<file path="src/hdl/fts_pkg.sv">
package fts_pkg;

    localparam int TIME_WIDTH_DEF     = 32;
    localparam int RATE_WINDOW_MS_DEF = 1000;

    localparam int STEP_W       = 16;
    localparam int ACC_W        = 17;
    localparam int RATE_DIVIDEND = 1000;
    localparam int DIV_BITS     = $clog2(RATE_DIVIDEND + 1);
    localparam int DIV_CNT_W    = $clog2(DIV_BITS);
    localparam int MAX_OUT      = 64;
    localparam int STEP_CNT_W   = $clog2(MAX_OUT);
    localparam int MIN_MAX_STEP = 16;
    localparam int QUEUE_DEPTH  = 2;
    localparam int CFG_INDEX_W  = 1;

    localparam logic [1:0] CMD_FRAME_BEGIN = 2'd0;
    localparam logic [1:0] CMD_FRAME_END   = 2'd1;
    localparam logic [1:0] CMD_REQUEST     = 2'd2;

    localparam logic [CFG_INDEX_W-1:0] REG_MIN_STEP = 1'b0;
    localparam logic [CFG_INDEX_W-1:0] REG_MAX_STEP = 1'b1;

    typedef struct packed {
        logic [1:0]  command;
        logic [31:0] time_ms;
    } evt_item_t;

    typedef struct packed {
        logic [STEP_W-1:0] step_ms;
        logic              no_step;
        logic              last;
    } res_item_t;

    typedef struct packed {
        logic [STEP_W-1:0] min_step;
        logic [STEP_W-1:0] max_eff;
    } cfg_t;

    typedef struct packed {
        logic              valid;
        logic [STEP_W-1:0] delta;
    } q_entry_t;

    typedef struct packed {
        logic              full;
        logic              empty;
        logic [STEP_W-1:0] delta;
    } q_stat_t;

endpackage

</file>
<file path="src/hdl/fts_front.sv">
module fts_front
    import fts_pkg::*;
#(
    parameter int TIME_WIDTH     = TIME_WIDTH_DEF,
    parameter int RATE_WINDOW_MS = RATE_WINDOW_MS_DEF
)
(
    input  logic      clk,
    input  logic      rst_n,
    input  logic      evt_valid,
    output logic      evt_ready,
    input  evt_item_t evt,
    input  cfg_t      cfg,
    input  q_stat_t   q_stat,
    output q_entry_t  q_push
);

    typedef enum logic {ST_IDLE, ST_DIV} state_t;

    localparam logic [TIME_WIDTH-1:0] WINDOW = TIME_WIDTH'(RATE_WINDOW_MS);
    localparam logic [DIV_BITS-1:0]   DIVIDEND = DIV_BITS'(RATE_DIVIDEND);

    state_t                state_reg, state_next;
    logic [TIME_WIDTH-1:0] frame_start_reg, frame_start_next;
    logic [TIME_WIDTH-1:0] window_start_reg, window_start_next;
    logic [STEP_W-1:0]     frame_cnt_reg, frame_cnt_next;
    logic [STEP_W-1:0]     rate_reg, rate_next;
    logic [STEP_W-1:0]     measured_reg, measured_next;
    logic [STEP_W:0]       rem_reg, rem_next;
    logic [DIV_BITS-1:0]   dvd_reg, dvd_next;
    logic [DIV_BITS-1:0]   quot_reg, quot_next;
    logic [DIV_CNT_W-1:0]  cnt_reg, cnt_next;

    logic                  accept;
    logic [TIME_WIDTH-1:0] t;
    logic [TIME_WIDTH-1:0] since_window;
    logic [TIME_WIDTH-1:0] frame_len;
    logic [TIME_WIDTH-1:0] mx_wide;
    logic [STEP_W:0]       rem_sh;
    logic                  div_ge;

    assign evt_ready    = (state_reg == ST_IDLE) && !q_stat.full;
    assign accept       = evt_valid && evt_ready;
    assign t            = TIME_WIDTH'(evt.time_ms);
    assign since_window = t - window_start_reg;
    assign frame_len    = t - frame_start_reg;
    assign mx_wide      = TIME_WIDTH'(cfg.max_eff);
    assign rem_sh       = {rem_reg[STEP_W-1:0], dvd_reg[DIV_BITS-1]};
    assign div_ge       = rem_sh >= {1'b0, rate_reg};

    always_comb
    begin
        state_next        = state_reg;
        frame_start_next  = frame_start_reg;
        window_start_next = window_start_reg;
        frame_cnt_next    = frame_cnt_reg;
        rate_next         = rate_reg;
        measured_next     = measured_reg;
        rem_next          = rem_reg;
        dvd_next          = dvd_reg;
        quot_next         = quot_reg;
        cnt_next          = cnt_reg;
        q_push            = '0;
        case (state_reg)
            ST_IDLE:
            begin
                if (accept)
                begin
                    case (evt.command)
                        CMD_FRAME_BEGIN:
                        begin
                            frame_start_next = t;
                            if (since_window > WINDOW)
                            begin
                                window_start_next = t;
                                rate_next         = frame_cnt_reg;
                                frame_cnt_next    = STEP_W'(1);
                            end
                            else if (frame_cnt_reg != '1)
                            begin
                                frame_cnt_next = frame_cnt_reg + STEP_W'(1);
                            end
                        end
                        CMD_FRAME_END:
                        begin
                            if (frame_len > mx_wide)
                                measured_next = cfg.max_eff;
                            else
                                measured_next = frame_len[STEP_W-1:0];
                        end
                        CMD_REQUEST:
                        begin
                            if (rate_reg == '0)
                            begin
                                q_push.valid = 1'b1;
                                q_push.delta = measured_reg;
                            end
                            else
                            begin
                                rem_next   = '0;
                                dvd_next   = DIVIDEND;
                                quot_next  = '0;
                                cnt_next   = DIV_CNT_W'(DIV_BITS - 1);
                                state_next = ST_DIV;
                            end
                        end
                        default:
                        begin
                        end
                    endcase
                end
            end
            ST_DIV:
            begin
                rem_next  = div_ge ? (rem_sh - {1'b0, rate_reg}) : rem_sh;
                dvd_next  = {dvd_reg[DIV_BITS-2:0], 1'b0};
                quot_next = {quot_reg[DIV_BITS-2:0], div_ge};
                cnt_next  = cnt_reg - DIV_CNT_W'(1);
                if (cnt_reg == '0)
                begin
                    q_push.valid = 1'b1;
                    q_push.delta = STEP_W'(quot_next);
                    state_next   = ST_IDLE;
                end
            end
            default:
            begin
                state_next = ST_IDLE;
            end
        endcase
    end

    always_ff @(posedge clk or negedge rst_n)
    begin
        if (!rst_n)
        begin
            state_reg        <= ST_IDLE;
            frame_start_reg  <= '0;
            window_start_reg <= '0;
            frame_cnt_reg    <= '0;
            rate_reg         <= '0;
            measured_reg     <= '0;
            rem_reg          <= '0;
            dvd_reg          <= '0;
            quot_reg         <= '0;
            cnt_reg          <= '0;
        end
        else
        begin
            state_reg        <= state_next;
            frame_start_reg  <= frame_start_next;
            window_start_reg <= window_start_next;
            frame_cnt_reg    <= frame_cnt_next;
            rate_reg         <= rate_next;
            measured_reg     <= measured_next;
            rem_reg          <= rem_next;
            dvd_reg          <= dvd_next;
            quot_reg         <= quot_next;
            cnt_reg          <= cnt_next;
        end
    end

endmodule

</file>
<file path="src/hdl/fts_queue.sv">
module fts_queue
    import fts_pkg::*;
(
    input  logic     clk,
    input  logic     rst_n,
    input  q_entry_t q_push,
    input  logic     q_pop,
    output q_stat_t  q_stat
);

    localparam int PTR_W = (QUEUE_DEPTH > 1) ? $clog2(QUEUE_DEPTH) : 1;
    localparam int CNT_W = $clog2(QUEUE_DEPTH + 1);

    logic [STEP_W-1:0] mem [QUEUE_DEPTH];
    logic [PTR_W-1:0]  wr_ptr_reg, wr_ptr_next;
    logic [PTR_W-1:0]  rd_ptr_reg, rd_ptr_next;
    logic [CNT_W-1:0]  count_reg, count_next;

    assign q_stat.full  = count_reg == CNT_W'(QUEUE_DEPTH);
    assign q_stat.empty = count_reg == '0;
    assign q_stat.delta = mem[rd_ptr_reg];

    always_comb
    begin
        wr_ptr_next = wr_ptr_reg;
        rd_ptr_next = rd_ptr_reg;
        count_next  = count_reg;
        if (q_push.valid)
            wr_ptr_next = (wr_ptr_reg == PTR_W'(QUEUE_DEPTH - 1)) ? '0 : wr_ptr_reg + PTR_W'(1);
        if (q_pop)
            rd_ptr_next = (rd_ptr_reg == PTR_W'(QUEUE_DEPTH - 1)) ? '0 : rd_ptr_reg + PTR_W'(1);
        if (q_push.valid && !q_pop)
            count_next = count_reg + CNT_W'(1);
        else if (!q_push.valid && q_pop)
            count_next = count_reg - CNT_W'(1);
    end

    always_ff @(posedge clk)
    begin
        if (q_push.valid)
            mem[wr_ptr_reg] <= q_push.delta;
    end

    always_ff @(posedge clk or negedge rst_n)
    begin
        if (!rst_n)
        begin
            wr_ptr_reg <= '0;
            rd_ptr_reg <= '0;
            count_reg  <= '0;
        end
        else
        begin
            wr_ptr_reg <= wr_ptr_next;
            rd_ptr_reg <= rd_ptr_next;
            count_reg  <= count_next;
        end
    end

`ifndef SYNTHESIS
    a_no_overflow: assert property (@(posedge clk) disable iff (!rst_n)
        !(q_push.valid && q_stat.full && !q_pop))
        else $error("push into full queue");
    a_no_underflow: assert property (@(posedge clk) disable iff (!rst_n)
        !(q_pop && q_stat.empty))
        else $error("pop from empty queue");
    a_count_range: assert property (@(posedge clk) disable iff (!rst_n)
        count_reg <= CNT_W'(QUEUE_DEPTH))
        else $error("queue count out of range");
`endif

endmodule

</file>
<file path="src/hdl/fts_back.sv">
module fts_back
    import fts_pkg::*;
(
    input  logic      clk,
    input  logic      rst_n,
    input  cfg_t      cfg,
    input  q_stat_t   q_stat,
    output logic      q_pop,
    output logic      res_valid,
    input  logic      res_ready,
    output res_item_t res
);

    typedef enum logic {ST_IDLE, ST_RUN} state_t;

    state_t                state_reg, state_next;
    logic [ACC_W-1:0]      acc_reg, acc_next;
    logic [STEP_CNT_W-1:0] n_reg, n_next;
    logic                  res_valid_reg, res_valid_next;
    res_item_t             res_reg, res_next;

    logic                  can_load;
    logic                  load;
    res_item_t             load_item;
    logic [ACC_W-1:0]      mx_w;
    logic [ACC_W-1:0]      min_w;
    logic [ACC_W-1:0]      acc_less_mx;
    logic                  last_full;

    assign res_valid   = res_valid_reg;
    assign res         = res_reg;
    assign can_load    = !res_valid_reg || res_ready;
    assign mx_w        = ACC_W'(cfg.max_eff);
    assign min_w       = ACC_W'(cfg.min_step);
    assign acc_less_mx = acc_reg - mx_w;
    assign last_full   = (n_reg == STEP_CNT_W'(MAX_OUT - 1)) ||
                         ((acc_less_mx < mx_w) && (acc_less_mx <= min_w));

    always_comb
    begin
        state_next = state_reg;
        acc_next   = acc_reg;
        n_next     = n_reg;
        q_pop      = 1'b0;
        load       = 1'b0;
        load_item  = '0;
        case (state_reg)
            ST_IDLE:
            begin
                if (!q_stat.empty)
                begin
                    q_pop      = 1'b1;
                    acc_next   = acc_reg + ACC_W'(q_stat.delta);
                    n_next     = '0;
                    state_next = ST_RUN;
                end
            end
            ST_RUN:
            begin
                if (can_load)
                begin
                    load = 1'b1;
                    if ((n_reg == '0) && (acc_reg < min_w))
                    begin
                        load_item.no_step = 1'b1;
                        load_item.last    = 1'b1;
                        state_next        = ST_IDLE;
                    end
                    else if (acc_reg >= mx_w)
                    begin
                        load_item.step_ms = cfg.max_eff;
                        load_item.last    = last_full;
                        acc_next          = acc_less_mx;
                        n_next            = n_reg + STEP_CNT_W'(1);
                        if (last_full)
                            state_next = ST_IDLE;
                    end
                    else if (acc_reg > min_w)
                    begin
                        load_item.step_ms = acc_reg[STEP_W-1:0];
                        load_item.last    = 1'b1;
                        acc_next          = '0;
                        state_next        = ST_IDLE;
                    end
                    else
                    begin
                        load_item.no_step = 1'b1;
                        load_item.last    = 1'b1;
                        state_next        = ST_IDLE;
                    end
                end
            end
            default:
            begin
                state_next = ST_IDLE;
            end
        endcase
        res_valid_next = load ? 1'b1 : (res_ready ? 1'b0 : res_valid_reg);
        res_next       = load ? load_item : res_reg;
    end

    always_ff @(posedge clk or negedge rst_n)
    begin
        if (!rst_n)
        begin
            state_reg     <= ST_IDLE;
            acc_reg       <= '0;
            n_reg         <= '0;
            res_valid_reg <= 1'b0;
            res_reg       <= '0;
        end
        else
        begin
            state_reg     <= state_next;
            acc_reg       <= acc_next;
            n_reg         <= n_next;
            res_valid_reg <= res_valid_next;
            res_reg       <= res_next;
        end
    end

`ifndef SYNTHESIS
    a_marker_form: assert property (@(posedge clk) disable iff (!rst_n)
        res_valid_reg && res_reg.no_step |-> res_reg.last && (res_reg.step_ms == '0))
        else $error("marker item malformed");
    a_step_nonzero: assert property (@(posedge clk) disable iff (!rst_n)
        res_valid_reg && !res_reg.no_step |-> res_reg.step_ms != '0)
        else $error("zero-length step emitted");
    a_last_ends_run: assert property (@(posedge clk) disable iff (!rst_n)
        load && load_item.last |=> state_reg == ST_IDLE)
        else $error("run continues after last item");
`endif

endmodule

</file>
<file path="src/hdl/fixed_timestep_splitter_top.sv">
// Fixed-timestep splitter. Frame events (begin, end) are handled in the front
// end and give no result; a frame-begin also rolls the frame-rate window. A step
// request is queued directly by the front end while the latched frame rate is
// zero, otherwise after the 10-iteration restoring divider that forms 1000/rate.
// The back end then adds the step time to the accumulator and gives one result
// item per cycle (1 to 64) while the output register can take it; a two-entry
// queue lets the front end take further items meanwhile. Results leave through
// an output register. Configuration writes are taken at any cycle.
module fixed_timestep_splitter_top
    import fts_pkg::*;
#(
    parameter int TIME_WIDTH     = TIME_WIDTH_DEF,
    parameter int RATE_WINDOW_MS = RATE_WINDOW_MS_DEF
)
(
    input  logic                   clk,
    input  logic                   rst_n,
    input  logic                   evt_valid,
    output logic                   evt_ready,
    input  evt_item_t              evt,
    output logic                   res_valid,
    input  logic                   res_ready,
    output res_item_t              res,
    input  logic                   cfg_valid,
    output logic                   cfg_ready,
    input  logic [CFG_INDEX_W-1:0] cfg_index,
    input  logic [STEP_W-1:0]      cfg_data
);

    logic [STEP_W-1:0] min_step_reg;
    logic [STEP_W-1:0] max_step_reg;
    cfg_t              cfg;
    q_entry_t          q_push;
    q_stat_t           q_stat;
    logic              q_pop;

    assign cfg_ready    = 1'b1;
    assign cfg.min_step = min_step_reg;
    assign cfg.max_eff  = (max_step_reg < STEP_W'(MIN_MAX_STEP)) ?
                          STEP_W'(MIN_MAX_STEP) : max_step_reg;

    always_ff @(posedge clk or negedge rst_n)
    begin
        if (!rst_n)
        begin
            min_step_reg <= '0;
            max_step_reg <= STEP_W'(MIN_MAX_STEP);
        end
        else if (cfg_valid)
        begin
            case (cfg_index)
                REG_MIN_STEP: min_step_reg <= cfg_data;
                REG_MAX_STEP: max_step_reg <= cfg_data;
                default:
                begin
                end
            endcase
        end
    end

    fts_front #(
        .TIME_WIDTH     (TIME_WIDTH),
        .RATE_WINDOW_MS (RATE_WINDOW_MS)
    ) u_front (
        .clk       (clk),
        .rst_n     (rst_n),
        .evt_valid (evt_valid),
        .evt_ready (evt_ready),
        .evt       (evt),
        .cfg       (cfg),
        .q_stat    (q_stat),
        .q_push    (q_push)
    );

    fts_queue u_queue (
        .clk    (clk),
        .rst_n  (rst_n),
        .q_push (q_push),
        .q_pop  (q_pop),
        .q_stat (q_stat)
    );

    fts_back u_back (
        .clk       (clk),
        .rst_n     (rst_n),
        .cfg       (cfg),
        .q_stat    (q_stat),
        .q_pop     (q_pop),
        .res_valid (res_valid),
        .res_ready (res_ready),
        .res       (res)
    );

endmodule

</file>
<file path="config.mk">
export PLATFORM = sky130hd
export DESIGN_NAME = fixed_timestep_splitter_top
export DESIGN_NICKNAME = d
export VERILOG_FILES = /design/src/hdl/fts_pkg.sv /design/src/hdl/fts_front.sv /design/src/hdl/fts_queue.sv /design/src/hdl/fts_back.sv /design/src/hdl/fixed_timestep_splitter_top.sv
export SDC_FILE = /design/constraint.sdc
export NUM_CORES = 1
export LEC_CHECK = 0
export BUFFER_PORTS_ARGS = -buffer_cell sky130_fd_sc_hd__buf_4
export CAP_MARGIN = 0
export CORE_ASPECT_RATIO = 0.75
export CORE_UTILIZATION = 57
export DETAILED_ROUTE_END_ITERATION = 16
export PLACE_DENSITY = 0.77
export REMOVE_ABC_BUFFERS = 1
export SYNTH_ARGS = -nofsm -noshare
export SYNTH_HDL_FRONTEND = slang
export SYNTH_HIERARCHICAL = 1
export SYNTH_SLANG_ARGS = --single-unit
</file>
<file path="constraint.sdc">
create_clock -name clk -period 5 [get_ports clk]
set_input_delay 0.5 -clock clk [delete_from_list [all_inputs] [get_ports clk]]
set_output_delay 0.5 -clock clk [all_outputs]
set_load 0.1 [all_outputs]
</file>
==> impl.org, run 1 <==
** Detailed routing
- The routed design has 51450 microns of wire.
- Vias after detailed routing :: 16710
- The pre-antenna-repair detailed-routing pass consisted of 8 iterations.
- In the routed design, unresolved DRC markers number 0.
- In this run the remaining antenna-violating nets after routing total 0.
- WL/cell :: 19.05 microns
- Using the TritonRoute via totals, the vias-per-cell ratio works out to 6.187.
- The detailed router finished its first iteration with 1683 violations.

** Synth
- Yosys warning count :: 6
- The synthesized netlist devotes between 3 and 4% of its cell area to XOR and XNOR gates.
- Among all flip-flop cells after synthesis, the most frequent one is sky130_fd_sc_hd__dfrtp_1.
- In this run the cell area of the synthesized design comes to around 19000 sq um.
- sky130_fd_sc_hd__dfrtp_1 is the most common cell in the netlist.
- The synthesized netlist devotes 20.37% of its cell area to compound gates.
- Cell types with the highest counts after synthesis :: 227 x sky130_fd_sc_hd__dfrtp_1, 193 x sky130_fd_sc_hd__nand2_1, 182 x sky130_fd_sc_hd__inv_1, 180 x sky130_fd_sc_hd__ha_1, 170 x sky130_fd_sc_hd__o21ai_0
- After synthesis the netlist holds a flip-flop and latch count of 260.
- After synthesis, flip-flops and latches occupy between 30% and 40% of the total area.
- Main combinational cell family by area after synthesis :: compound AO/OA/AOI/OAI gates
- Counting every instance in the synthesized netlist gives approximately 2200.
- Cell taking the most area after synthesis :: sky130_fd_sc_hd__dfrtp_1
- Number of distinct library cells after synthesis :: 92
- Of all flip-flops after synthesis, the portion carrying an async set or reset was 87.69%.
- Avg Synthesized Cell Area :: about 9 sq um
- By area the synthesized netlist is led by sky130_fd_sc_hd__dfrtp_1 30%, sky130_fd_sc_hd__ha_1 12%, sky130_fd_sc_hd__edfxtp_1 5.1%.
- Adder and majority gate portion of the synthesized area :: 12.40%
- Basic-gate share of the synthesized area counting and, or, nand and nor cells :: 16.93%
- Share of synthesized area spent on multiplexers :: 5.703%
- Number of synthesized flops with an enable pin :: 32
- Area share of the largest cell type after synthesis :: 29.93%

** Cells and area
- Ratio of cells with drive above 1 in the final layout :: 12.98%
- Register area :: around 6700 sq um
- Combined area of the multi-input logic cells :: between 10000 and 15000 sq um
- Final-layout fill cell count :: 2679
- From synthesis to final layout, the design area changed by 11.97%.
- The number of antenna diodes in the final layout is 0.
- The count of cells in the finished layout, fillers not included, comes to 2700.
- Cells fill between 60% and 70% of the core in the end.
- At the end of the flow, the number of nets in the layout was 2477.
- After routing the design area is 21250 sq um.

** Floorplan
- I/O pin count :: 77
- The floorplan has 57 rows.
- From left edge to right edge, the die measures 212.7 microns.
- Starting density of the core :: 58.22%
- Die outline height :: around 160 microns
- The floorplan step defined a die boundary enclosing 34030 sq um.
- Core Region :: 32590 sq um

** Worst setup path
- Worst path cell trace :: inv_1 > ha_1 > nor2b_1 > o31a_1 > o31ai_2 > nand2_1 > a21o_1 > a21oi_2 > o21bai_1 > a21oi_1 > xnor2_1 > ha_1 > nand4_1 > or4_4 > a221oi_2 > o2111ai_1 > nor4_1 > nand3_1 > buf_12 > or2_0 > a31oi_1
- CP Data Required Time :: 5.49 ns
- Setup slack, reg-to-reg :: around 0.26 ns
- The critical path starts at u_front/frame_start_reg[1].
- Worst Setup Start Kind :: flip-flop
- Largest incremental delay on the critical path :: 0.56 ns
- Terminus of the critical flop-to-flop path :: u_front/measured_reg[0]
- Critical path's most frequent cell :: sky130_fd_sc_hd__ha_1
- Start-to-end type of the worst setup path :: reg2reg
- The worst setup path is captured at a flip-flop.
- R2r worst-path depth :: 21
- The slowest stage of the critical path is the sky130_fd_sc_hd__or4_4 cell.
- Max Fanout on Critical Path :: 17
- Crit path DAT :: 5.24 ns
- Worst reg2reg path startpoint :: u_front/frame_start_reg[1]

** Clock tree
- Root Buffer Master :: sky130_fd_sc_hd__clkbuf_16
- In this run the number of H-tree levels came out at 1.
- In this run, post-CTS hold repair placed 0 buffers.
- The number of clock buffers added by TritonCTS is 28.
- Maximum clock path buffer count :: 3
- For this design, the sink count on the clock tree is 260.
- Clock-pin slew of the registers on the worst-case setup and hold paths :: 0.07 ns
- TritonCTS built the clock tree.
- The clock reaches the later pin of the worst-skew pair after 0.57 ns.

** Status
- Failing checks :: negative hold slack
- Result of the run :: finished, violations left

** Placement
- Placement Cell Area :: between 20000 and 25000 sq um
- The number of placed instances, taps included, is 2646.
- Post-DP HPWL :: 38900 microns
- Input and output buffers added on the ports amount to 75.
- Gpl congestion :: 1.013

** Pwr
- Worst IR drop on VDD :: 500.9 uV
- Power spread over the standard cell area amounts to ~740 nW/um^2.
- Summed over all cells, the static leakage comes to 0.009756 uW.

** Timing
- Tcrit/Tclk final :: 94.86%
- The clock arrives with 0.02127 ns of skew.
- Timing-limited maximum frequency :: 210.8 MHz
- Setup repair after global routing missed its margin :: true
- Pins over their slew limit :: 0
- Final-report hold violation count :: 9
- Across all hold checks on the routed design, the worst slack comes to -0.02841 ns.
- Minimum clock period after layout :: ~4.7 ns
- The worst pin sits at a relative slew slack of 23.71%.
- Final setup vio count :: 0
- For the pin with the worst max-slew slack, the measured transition is roughly 1.1 ns.

** Global route
- Global-route wire length before repair :: 83850 microns
- Global routing used 30.62% of the available tracks across all layers.
- Initial antenna violation count :: 0
- Global-route congestion overflow total :: 0
- The via count of the first global-routing pass came to 15890.
- Maximum number of pins on one net before global-route repair :: between 100 and 150

** Run
- The tool flagged a number of max-cap violations equal to 0.

** Hold path
- The worst hold path belongs to the class in2async.
==> kinds of logic after synthesis <==
group / count (synthesis)
xor+xnor: 76
other cells: 1
mux: 93
fa+ha+maj: 185
simple gates: 656
flops: 260
compound gates: 607
buf+inv: 275
==> timing repair <==
| action | 4_1_cts | 5_1_grt |
|---|---|---|
| setup endpoints to repair | 0 | 17 |
| resized for setup | 0 | 8 |
| buffers inserted | 0 | 2 |
==> how the worst max path moves through the flow <==
stage	to	cells past startpoint
global placement	u_front/measured_reg[0]	23
floorplan	u_front/frame_cnt_reg[4]	5
global route	u_front/measured_reg[0]	23
finish	u_front/measured_reg[0]	21
detailed placement	u_front/measured_reg[0]	23
CTS	u_front/measured_reg[0]	23
==> where the power goes <==
group,leakage (uW),switching (uW),internal [uW]
clock network,0.000456,901,1230
registers,0.00310,585,2910
logic,0.00619,6110,4080
total,0.00976,7600,8220
==> through the flow <==
step | power (uW) | worst slack, ns | hold slack [ns] | setup TNS (ns)
after floorplan | 10490 | -4.050 | 0.2044 | -294.75
final | 15810 | 0.2570 | -0.02841 | 0
after detailed placement | 13290 | -0.09871 | 0.4743 | -0.4231
after CTS | 15520 | 0.08983 | 0.03832 | 0
after global routing | 17010 | -0.03175 | 0.05822 | -0.03175
after global placement | 12920 | -0.01838 | 0.4628 | -0.01838
==> metal layers <==
| metal | global-route usage (%) | up-vias | part of all wire [%] |
|---|---|---|---|
| met5 | 0 | - | 0 |
| met4 | 6.050 | 0 | 1.9 |
| met3 | 5.310 | 85 | 8.7 |
| met2 | 46.21 | 717 | 43 |
| met1 | 45.92 | 7986 | 46 |
| li1 | - | 7918 | - |
==> worst max-delay path: cells and delay by family (launching register included) <==
family	cells	cell delay [ns]
flops	1	0.40
compound gates	9	1.73
simple gates	7	1.57
buf+inv	2	0.29
xor+xnor	1	0.11
fa+ha+maj	2	0.55
==> placed cells by master, fill, tap and decap left out, types with 33 or more instances in the layout <==
cell	count
sky130_fd_sc_hd__mux2_2	43
sky130_fd_sc_hd__buf_4	141
sky130_fd_sc_hd__dfrtp_1	226
sky130_fd_sc_hd__nand2_1	193
sky130_fd_sc_hd__nand3_1	85
sky130_fd_sc_hd__nand4_1	33
sky130_fd_sc_hd__o21ai_0	169
sky130_fd_sc_hd__a21oi_1	135
sky130_fd_sc_hd__inv_1	182
sky130_fd_sc_hd__nor2_1	147
sky130_fd_sc_hd__nor3_1	40
sky130_fd_sc_hd__xnor2_1	53
sky130_fd_sc_hd__a21o_1	48
sky130_fd_sc_hd__ha_1	180
==> area by class of cell <==
cell class / count / share of cell area [%]
clock buffer: 42 / 3.981
clock inverter: 10 / 0.4946
inverter: 183 / 3.233
multi-input combinational: 1618 / 52.97
sequential: 260 / 31.39
tap: 442 / 2.603
timing repair buffer: 145 / 5.335
No activity file was read; power rests on OpenSTA's default activity.
==> inputs of run 2 (changes only) <==
Settings changed: SYNTH_HIERARCHICAL 1 to unset.
==> impl.org, run 2 <==
** Worst setup path
- Start-to-end type of the worst setup path :: reg2reg
- Largest incremental delay on the critical path :: 0.44 ns (-0.12 ns)
- STA classifies the critical path startpoint as a flip-flop.
- The worst path buffer plus inverter count came to 3 (+1).
- Among all stages on the critical path, the largest delay is contributed by sky130_fd_sc_hd__a2111o_1.
- The data arrival time of the critical path is 5.45 ns (+0.21 ns).
- Worst path cell trace :: ha_2 > inv_2 > fa_2 > a211oi_2 > o211ai_1 > nand4_1 > nand2_1 > a21oi_2 > o21bai_1 > a21oi_2 > xnor2_2 > ha_1 > nand2_1 > nor2_2 > a2111oi_4 > a21oi_2 > a2111o_1 > a2111oi_4 > o2111ai_2 > a2111oi_4 > buf_6 > buf_12 > mux2i_2 > o21ai_1
- The data required time of the critical path is 5.44 ns (-0.05 ns).
- Among cell families on the critical path, the largest total delay comes from compound AO/OA/AOI/OAI gates.
- The critical-path maximum fanout was 7 (-10).
- The worst setup path is captured at a flip-flop.

** Global route
- The pin count of the biggest net entering global routing was 108 (unchanged).
- The global routing usage summed across all routing layers is 32.50% (+1.9 points).
- Met2 GRT Util :: 45.93% (-0.28 points)
- Global routing usage on met3 :: 9.244% (+3.9 points)
- The global-route congestion overflow total was 0 (unchanged).
- Grt peak-use layer :: met1
- Initial antenna violation count :: 0 (unchanged)
- Via count of the first global-routing pass :: 15720 (-1.1%)
- The wire length of the first global-routing pass was 84710 microns (+1.0%).
- The met1 global-route usage was 48.81% (+2.9 points).

** Detailed routing
- The DRC violation total after the first TritonRoute iteration came to 1589 (-5.6%).
- Post-DR vias/cell :: 6.161 (-0.42%)
- The number of detailed-route iterations in the first pass is 5 (-3).
- Final antenna-violating net count :: 0 (unchanged)
- The wire length after detailed routing came to 53880 microns (+4.7%).
- The number of remaining DRC errors came to 0 (unchanged).
- The number of vias after detailed routing was 16570 (-0.83%).
- The post-detailed-route wirelength per cell is 20.04 microns (+5.2%).

** Run
- The number of max-cap violations was 0 (unchanged).

** Synth
- Area share of the largest cell type after synthesis :: 30.63% (+0.69 points)
- Synth Register Bits :: 260 (unchanged)
- Yosys warning count :: 0 (-6)
- Instance count of the mapped netlist :: 2061 (-4.3%)
- Sequential fraction of the synthesis area :: 35.95% (+0.81 points)
- The number of synthesized flops with an enable pin came to 32 (unchanged).
- Main area contributors after synthesis :: sky130_fd_sc_hd__dfrtp_1 31%, sky130_fd_sc_hd__ha_1 12%, sky130_fd_sc_hd__edfxtp_1 5.2%
- Cell types with the highest counts after synthesis :: 227 x sky130_fd_sc_hd__dfrtp_1, 221 x sky130_fd_sc_hd__nand2_1, 179 x sky130_fd_sc_hd__ha_1, 155 x sky130_fd_sc_hd__inv_1, 143 x sky130_fd_sc_hd__o21ai_0
- The area of the mapped netlist was 18550 sq um (-2.3%).
- The share of synthesized registers carrying an async set or reset came to 87.69% (unchanged).
- Number of distinct library cells after synthesis :: 93 (+1.1%)
- Most frequent cell after synthesis :: sky130_fd_sc_hd__dfrtp_1
- Among all flip-flop cells after synthesis, the most frequent one is sky130_fd_sc_hd__dfrtp_1.
- Cell taking the most area after synthesis :: sky130_fd_sc_hd__dfrtp_1
- The average cell area after synthesis is 8.999 sq um (+2.1%).

** Clock tree
- TritonCTS built the clock tree.
- The maximum root-to-sink buffer count was 3 (unchanged).
- Clock tree synthesis selected as its root buffer the cell sky130_fd_sc_hd__clkbuf_16.
- The number of sinks handled by clock tree synthesis is 260 (unchanged).
- Clk Latency, worst-skew pair :: 0.57 ns (about the same)
- H-tree level count :: 1 (unchanged)
- Clock-pin slew of the registers on the worst-case setup and hold paths :: 0.07 ns (about the same)
- The number of CTS-inserted buffers is 28 (unchanged).

** Floorplan
- The number of top-level pins was 77 (unchanged).
- Die Outline Area :: 33270 sq um (-2.2%)
- FP Rows :: 56 (-1.8%)
- Starting density of the core :: 58.69% (+0.47 points)
- Die outline height :: 158.2 microns (-1.1%)
- The area of the core came to 31600 sq um (-3.0%).
- The overall die width is 210.3 microns (-1.1%).

** Pwr
- The static leakage power is 0.009831 uW (+0.77%).
- Worst IR drop on VDD :: 473.0 uV (-5.6%)
- Power density normalized to cell area :: 755.4 nW/um^2 (+1.5%)

** Timing
- The final worst slack is -0.008414 ns (-0.2654 ns).
- Transition time at the pin with the least slew margin :: 1.257 ns (+0.1155 ns)
- Worst rel slew slack :: 16.17% (-7.5 points)
- The setup skew after layout came to 0.02220 ns (+0.0009343 ns).
- Tcrit/Tclk final :: 100.2% (+5.3 points)
- Setup repair after global routing missed its margin :: true
- The clock period minus final worst setup slack was 5.008 ns (+0.2654 ns).
- Timing-limited maximum frequency :: 199.7 MHz (-5.3%)
- Final setup vio count :: 2 (+2)
- Worst Hold Margin :: 0.1607 ns (+0.1891 ns)
- Pins over their slew limit :: 0 (unchanged)
- Final-report hold violation count :: 0 (-9)

** Cells and area
- The footprint of the flip-flops and latches came to 6669 sq um (unchanged).
- Most frequent cells in the layout :: 226 x sky130_fd_sc_hd__dfrtp_1, 221 x sky130_fd_sc_hd__nand2_1, 207 x sky130_fd_sc_hd__buf_4
- The number of fill cells in the layout is 2397 (-11%).
- Synth-to-layout area growth :: 17.96%
- The layout cell share with drive strength beyond 1 came to 17.70% (+4.7 points).
- The number of nets in the final layout was 2472 (-0.20%).
- Most common cell after layout, fill and taps aside :: sky130_fd_sc_hd__dfrtp_1
- The antenna diode instance count came to 0 (unchanged).
- Layout Cell Area excl Fill :: 21880 sq um (+3.0%)
- Combined area of the multi-input logic cells :: 11380 sq um (+1.1%)

** Placement
- The half-perimeter wire length of the detailed placement result was 40760 microns (+4.8%).
- Port Buffers :: 75 (unchanged)
- The final weighted congestion of routability-driven global placement came to 0.9606 (-5.1%).
- Placement Cell Area :: 20370 sq um (+0.59%)

** Status
- The checks that failed: negative setup slack.
- Result of the run :: finished, violations left

** Hold path
- The worst hold path belongs to the class in2reg.
-- run 2: final cells by class --
type / count / area share [%]
Clock inverter: 20 / 1.310
Tap cell: 435 / 2.488
Inverter: 157 / 2.694
Timing Repair Buffer: 214 / 7.635
Sequential cell: 260 / 30.48
Clock buffer: 32 / 3.363
Multi-Input combinational cell: 1571 / 52.03
-- run 2: final timing paths --
check	start	to	slack, ns	cells after the start
max	u_front.frame_start_reg[0]	u_front.measured_reg[5]	-0.008	24
min	cfg_data[4]	min_step_reg[4]	0.16	3
max reg2reg	u_front.frame_start_reg[0]	u_front.measured_reg[5]	-0.008	24
min reg2reg	u_front.window_start_reg[24]	u_front.window_start_reg[24]	0.48	1
max in group asynchronous	rst_n	u_front.window_start_reg[30]	3.33	3
min in group asynchronous	rst_n	u_back.n_reg[0]	0.45	2
-- run 2: logic make-up (layout without fill, tap and decap cells) --
group           after synthesis  after routing  share of synthesized area [%]
flops                       260            260                          35.95
buf+inv                     230            423                          4.763
compound gates              571            571                          20.56
fa+ha+maj                   185            185                          12.67
mux                         109            109                          6.442
xor+xnor                     77             77                          3.636
other cells                   1              1                        0.02022
simple gates                628            628                          15.96
-- run 2: worst reg2reg max path: stages, from the launching register on --
cell                        delay (ns)
sky130_fd_sc_hd__dfrtp_1          0.36
sky130_fd_sc_hd__ha_2             0.18
sky130_fd_sc_hd__inv_2            0.04
sky130_fd_sc_hd__fa_2             0.40
sky130_fd_sc_hd__a211oi_2         0.23
sky130_fd_sc_hd__o211ai_1         0.19
sky130_fd_sc_hd__nand4_1          0.16
sky130_fd_sc_hd__nand2_1          0.09
sky130_fd_sc_hd__a21oi_2          0.15
sky130_fd_sc_hd__o21bai_1         0.09
sky130_fd_sc_hd__a21oi_2          0.18
sky130_fd_sc_hd__xnor2_2          0.14
sky130_fd_sc_hd__ha_1             0.28
sky130_fd_sc_hd__nand2_1          0.10
sky130_fd_sc_hd__nor2_2           0.06
sky130_fd_sc_hd__a2111oi_4        0.29
sky130_fd_sc_hd__a21oi_2          0.10
sky130_fd_sc_hd__a2111o_1         0.44
sky130_fd_sc_hd__a2111oi_4        0.22
sky130_fd_sc_hd__o2111ai_2        0.18
sky130_fd_sc_hd__a2111oi_4        0.38
sky130_fd_sc_hd__buf_6            0.20
sky130_fd_sc_hd__buf_12           0.14
sky130_fd_sc_hd__mux2i_2          0.22
sky130_fd_sc_hd__o21ai_1          0.07
-- run 2: what timing repair did --
| item | 4_1_cts | 5_1_grt |
|---|---|---|
| hold endpoints to repair | 65 | 0 |
| buffers inserted | 11 | 7 |
| pin swaps | 14 | 40 |
| hold buffers | 1 | 0 |
| resized for setup | 24 | 47 |
| setup endpoints to repair | 18 | 18 |
-- run 2: metrics by stage --
step	setup TNS (ns)	util (%)	std cells	worst slack, ns	power [uW]
after floorplan	-170.57	-	1988	-1.912	10130
after global placement	-8.958	64.46	2620	-0.5696	13010
after detailed placement	-12.91	64.46	2620	-0.8172	13310
after CTS	0	68.33	2684	0.005008	15890
after global routing	-3.459	69.24	2689	-0.2427	17630
final	-0.01064	69.24	2689	-0.008414	16530
-- run 2: power breakdown --
group	internal, uW	switching (uW)	leakage [uW]
Clock	1380	938	0.000481
Sequential	2850	623	0.00311
Combinational	4400	6340	0.00624
Total	8630	7900	0.00983
-- run 2: metal layers --
layer,routed length [microns],vias to the layer above
met5,0,-
met4,1042,0
met3,5357,83
met2,22200,632
met1,25280,8045
li1,-,7808
==> inputs of run 3 (changes only) <==
--- a/config.mk
+++ b/config.mk
@@ -6,4 +6,5 @@
 export NUM_CORES = 1
 export LEC_CHECK = 0
+export ABC_CLOCK_PERIOD_IN_PS = 5000
 export BUFFER_PORTS_ARGS = -buffer_cell sky130_fd_sc_hd__buf_4
 export CAP_MARGIN = 0
@@ -13,4 +14,5 @@
 export PLACE_DENSITY = 0.77
 export REMOVE_ABC_BUFFERS = 1
+export SLEW_MARGIN = 20
 export SYNTH_ARGS = -nofsm -noshare
 export SYNTH_HDL_FRONTEND = slang
==> constraint.sdc (replaced) <==
create_clock -name clk -period 5 [get_ports clk]
set_input_delay 1.25 -clock clk [delete_from_list [all_inputs] [get_ports clk]]
set_output_delay 1.25 -clock clk [all_outputs]
set_load 0.1 [all_outputs]
==> impl.org, run 3 (synthesis gave the netlist of run 2 again) <==
** Worst setup path
- Buf+Inv Stages, Crit Path :: 5 (+2)
- CP Data Required Time :: 5.47 ns (+0.03 ns)
- Largest incremental delay on the critical path :: 0.41 ns (-0.03 ns)
- Logic depth of the worst setup path including buffers :: 26 (+8.3%)
- Beginning of the critical path :: evt[0]
- The worst setup path is captured at a flip-flop.
- The setup slack of the most critical reg-to-reg path was 0.06 ns (+0.07 ns).
- In this run the worst setup path terminates at u_front.measured_reg[13].
- The data arrival time of the critical path came to 5.78 ns (+0.33 ns).
- The cell family contributing the most delay on the critical path is compound AO/OA/AOI/OAI gates.
- The critical path is of the in2reg type.
- Max Fanout on Critical Path :: 7 (unchanged)
- On the critical path, the stage with the largest delay is an instance of sky130_fd_sc_hd__fa_2.
- Worst reg2reg path startpoint :: u_front.frame_start_reg[0]
- The endpoint identified for the worst register-to-register timing path is u_front.measured_reg[13].
- R2r worst-path depth :: 24 (unchanged)
- Worst Setup Start Kind :: input port

** Timing
- Clock tree skew after final layout :: 0.01517 ns (-0.007033 ns)
- Minimum clock period after layout :: 5.318 ns (+0.3097 ns)
- Tcrit/Tclk final :: 106.4% (+6.2 points)
- Transition time at the pin with the least slew margin :: 1.037 ns (-0.2201 ns)
- The hold violation count in the final report is 0 (unchanged).
- The final worst slack is -0.3182 ns (-0.3097 ns).
- Setup repair after global routing missed its margin :: true
- The final total negative setup slack came to -4.257 ns (-4.246 ns).
- Pins over their slew limit :: 0 (unchanged)
- Timing-limited maximum frequency :: 188.0 MHz (-5.8%)
- Final setup vio count :: 16 (+14)
- The worst-case hold slack is 0.4880 ns (+0.3273 ns).
- The max-slew headroom at the worst pin is 30.59% (+14 points).

** Detailed routing
- Number of DRC violations after detailed-routing iteration 0 :: 1682 (+5.9%)
- Final antenna-violating net count :: 0 (unchanged)
- Number of search-and-repair iterations in the first detailed-routing pass :: 6 (+1)
- Number of DRC violations after detailed routing :: 0 (unchanged)
- The wire length after detailed routing is 56180 microns (+4.3%).
- The number of vias after detailed routing came to 17080 (+3.1%).
- WL/cell :: 20.10 microns (+0.32%)
- The average vias per placed instance came to 6.111 (-0.82%).

** Clock tree
- The tree is rooted in a sky130_fd_sc_hd__clkbuf_16.
- The source-to-sink clock delay at the later pin of the worst-skew pair was 0.59 ns (+0.02 ns).
- Sink Count :: 260 (unchanged)
- Clock-pin slew of the registers on the worst-case setup and hold paths :: 0.07 ns (about the same)
- The H-tree depth was 1 (unchanged).
- CTS Hold Bufs :: 0 (-1)
- The maximum root-to-sink buffer count was 3 (unchanged).
- CTS tree :: yes
- The number of CTS-inserted buffers is 29 (+3.6%).

** Cells and area
- The layout cell share with drive strength beyond 1 was 21.61% (+3.9 points).
- # diodes :: 0 (unchanged)
- Compared with the post-synthesis result, the final layout area differs by 22.57%.
- Most frequent cells in the layout :: 307 x sky130_fd_sc_hd__buf_4, 226 x sky130_fd_sc_hd__dfrtp_1, 217 x sky130_fd_sc_hd__nand2_1
- Final-layout fill cell count :: 2386 (-0.46%)
- Leaving out fill and tap cells, the most frequent cell in the layout is sky130_fd_sc_hd__buf_4.
- Number of nets at the end of the flow :: 2577 (+4.2%)

** Global route
- Global router's overall resource usage :: 33.75% (+1.3 points)
- The via count of the first global-routing pass is 16050 (+2.1%).
- The global-route congestion overflow total came to 0 (unchanged).
- The pin count of the biggest net entering global routing came to 103 (-4.6%).
- Global-route wire length before repair :: 87510 microns (+3.3%)
- The number of antenna violations at the first check in global routing is 1 (+1).

** Pwr
- The fraction of power consumed by sequential logic was 20.4% (-0.6 points).
- The maximum resistive drop on vdd is 605.3 uV (+28%).
- Combinational cell fraction of total power :: 66.3% (+1.3 points)
- The power density relative to cell area is 765.2 nW/um^2 (+1.3%).
- Internal power component :: 9183 uW (+6.4%)
- P_sw :: 8214 uW (+4.0%)
- Clk network pwr share :: 13.3% (-0.7 points)
- The switching portion of total power was 47.21% (-0.56 points).
- The static leakage power was 0.01037 uW (+5.5%).

** Placement
- The half-perimeter wire length of the detailed placement result is 42960 microns (+5.4%).
- The final weighted congestion of routability-driven global placement is 0.9823 (+2.3%).
- Setup WS pre-CTS :: -1.720 ns (-0.9030 ns)
- Port Buffers :: 75 (unchanged)

** Hold path
- The path class of the tightest hold or removal check is reg2reg.

** Floorplan
- Chip width :: 210.3 microns (unchanged)
- The number of top-level pins was 77 (unchanged).
- The starting utilization of the core area was 58.69% (unchanged).
- Die outline height :: 158.2 microns (unchanged)
- Die Outline Area :: 33270 sq um (unchanged)
- The area of the core was 31600 sq um (unchanged).
- FP Rows :: 56 (unchanged)

** Status
- The run finished, with violations left.
- Failing checks :: negative setup slack

** Run
- The number of max-cap violations was 0 (unchanged).
## run 3: cell count changes in the layout (fill, tap and decap cells not counted), moves of 3 or more
cell,change
sky130_fd_sc_hd__nand2_1,-4
sky130_fd_sc_hd__mux2i_1,-3
sky130_fd_sc_hd__clkbuf_8,+3
sky130_fd_sc_hd__buf_12,+3
sky130_fd_sc_hd__buf_4,+100
sky130_fd_sc_hd__mux2i_2,+3
sky130_fd_sc_hd__nand2_2,+4
## run 3: final cells by class
| class | instances | area (sq um) | area share, % |
|---|---|---|---|
| Clock buffer | 38 | 809.5 | 3.561 |
| Clock inverter | 16 | 217.7 | 0.9576 |
| Inverter | 157 | 591.8 | 2.603 |
| Multi-Input combinational cell | 1571 | 11410 | 50.17 |
| Sequential cell | 260 | 6671 | 29.35 |
| Tap cell | 435 | 544.3 | 2.394 |
| Timing Repair Buffer | 318 | 2494 | 10.97 |
## run 3: how the worst min path moves through the flow
stage / start / cells after the start / endpoint
finish: u_front.window_start_reg[28] / 1 / u_front.window_start_reg[28]
global route: u_front.rem_reg[15] / 2 / u_front.rem_reg[15]
CTS: u_front.rem_reg[15] / 2 / u_front.rem_reg[15]
detailed placement: u_front.rem_reg[15] / 2 / u_front.rem_reg[15]
global placement: u_front.dvd_reg[3] / 2 / u_front.dvd_reg[4]
floorplan: u_front.measured_reg[10] / 2 / u_front.measured_reg[10]
## run 3: power by group through the flow
stage | sequential [uW] | clock (uW) | combinational (uW)
2_1_floorplan | 3790 | 0 | 6330
3_3_place_gp | 3500 | 0 | 10100
3_5_place_dp | 3530 | 0 | 10400
4_1_cts | 3500 | 2330 | 10700
5_1_grt | 3620 | 2430 | 12500
6_report | 3550 | 2310 | 11500
## run 3: metal layers
layer	global-route usage, %	vias up	part of all wire (%)
li1	-	8014	-
met1	49.79	8257	46
met2	48.39	725	41
met3	10.10	84	11
met4	7.195	0	1.9
met5	0	-	0
## run 3: what timing repair did
action | in CTS | in global routing
endpoints found under the setup margin | 18 | 65
pin swaps | 31 | 35
setup buffers | 10 | 14
gates resized for setup | 30 | 53
## run 3: metrics by stage
step,utilization (%),power [uW],instances,area (sq um)
floorplan,-,10130,1988,18250
CTS,70.78,16580,2782,22370
detailed placement,66.93,13940,2718,21150
global route,71.94,18530,2795,22730
global placement,66.91,13590,2718,21140
finish,71.94,17400,2795,22730
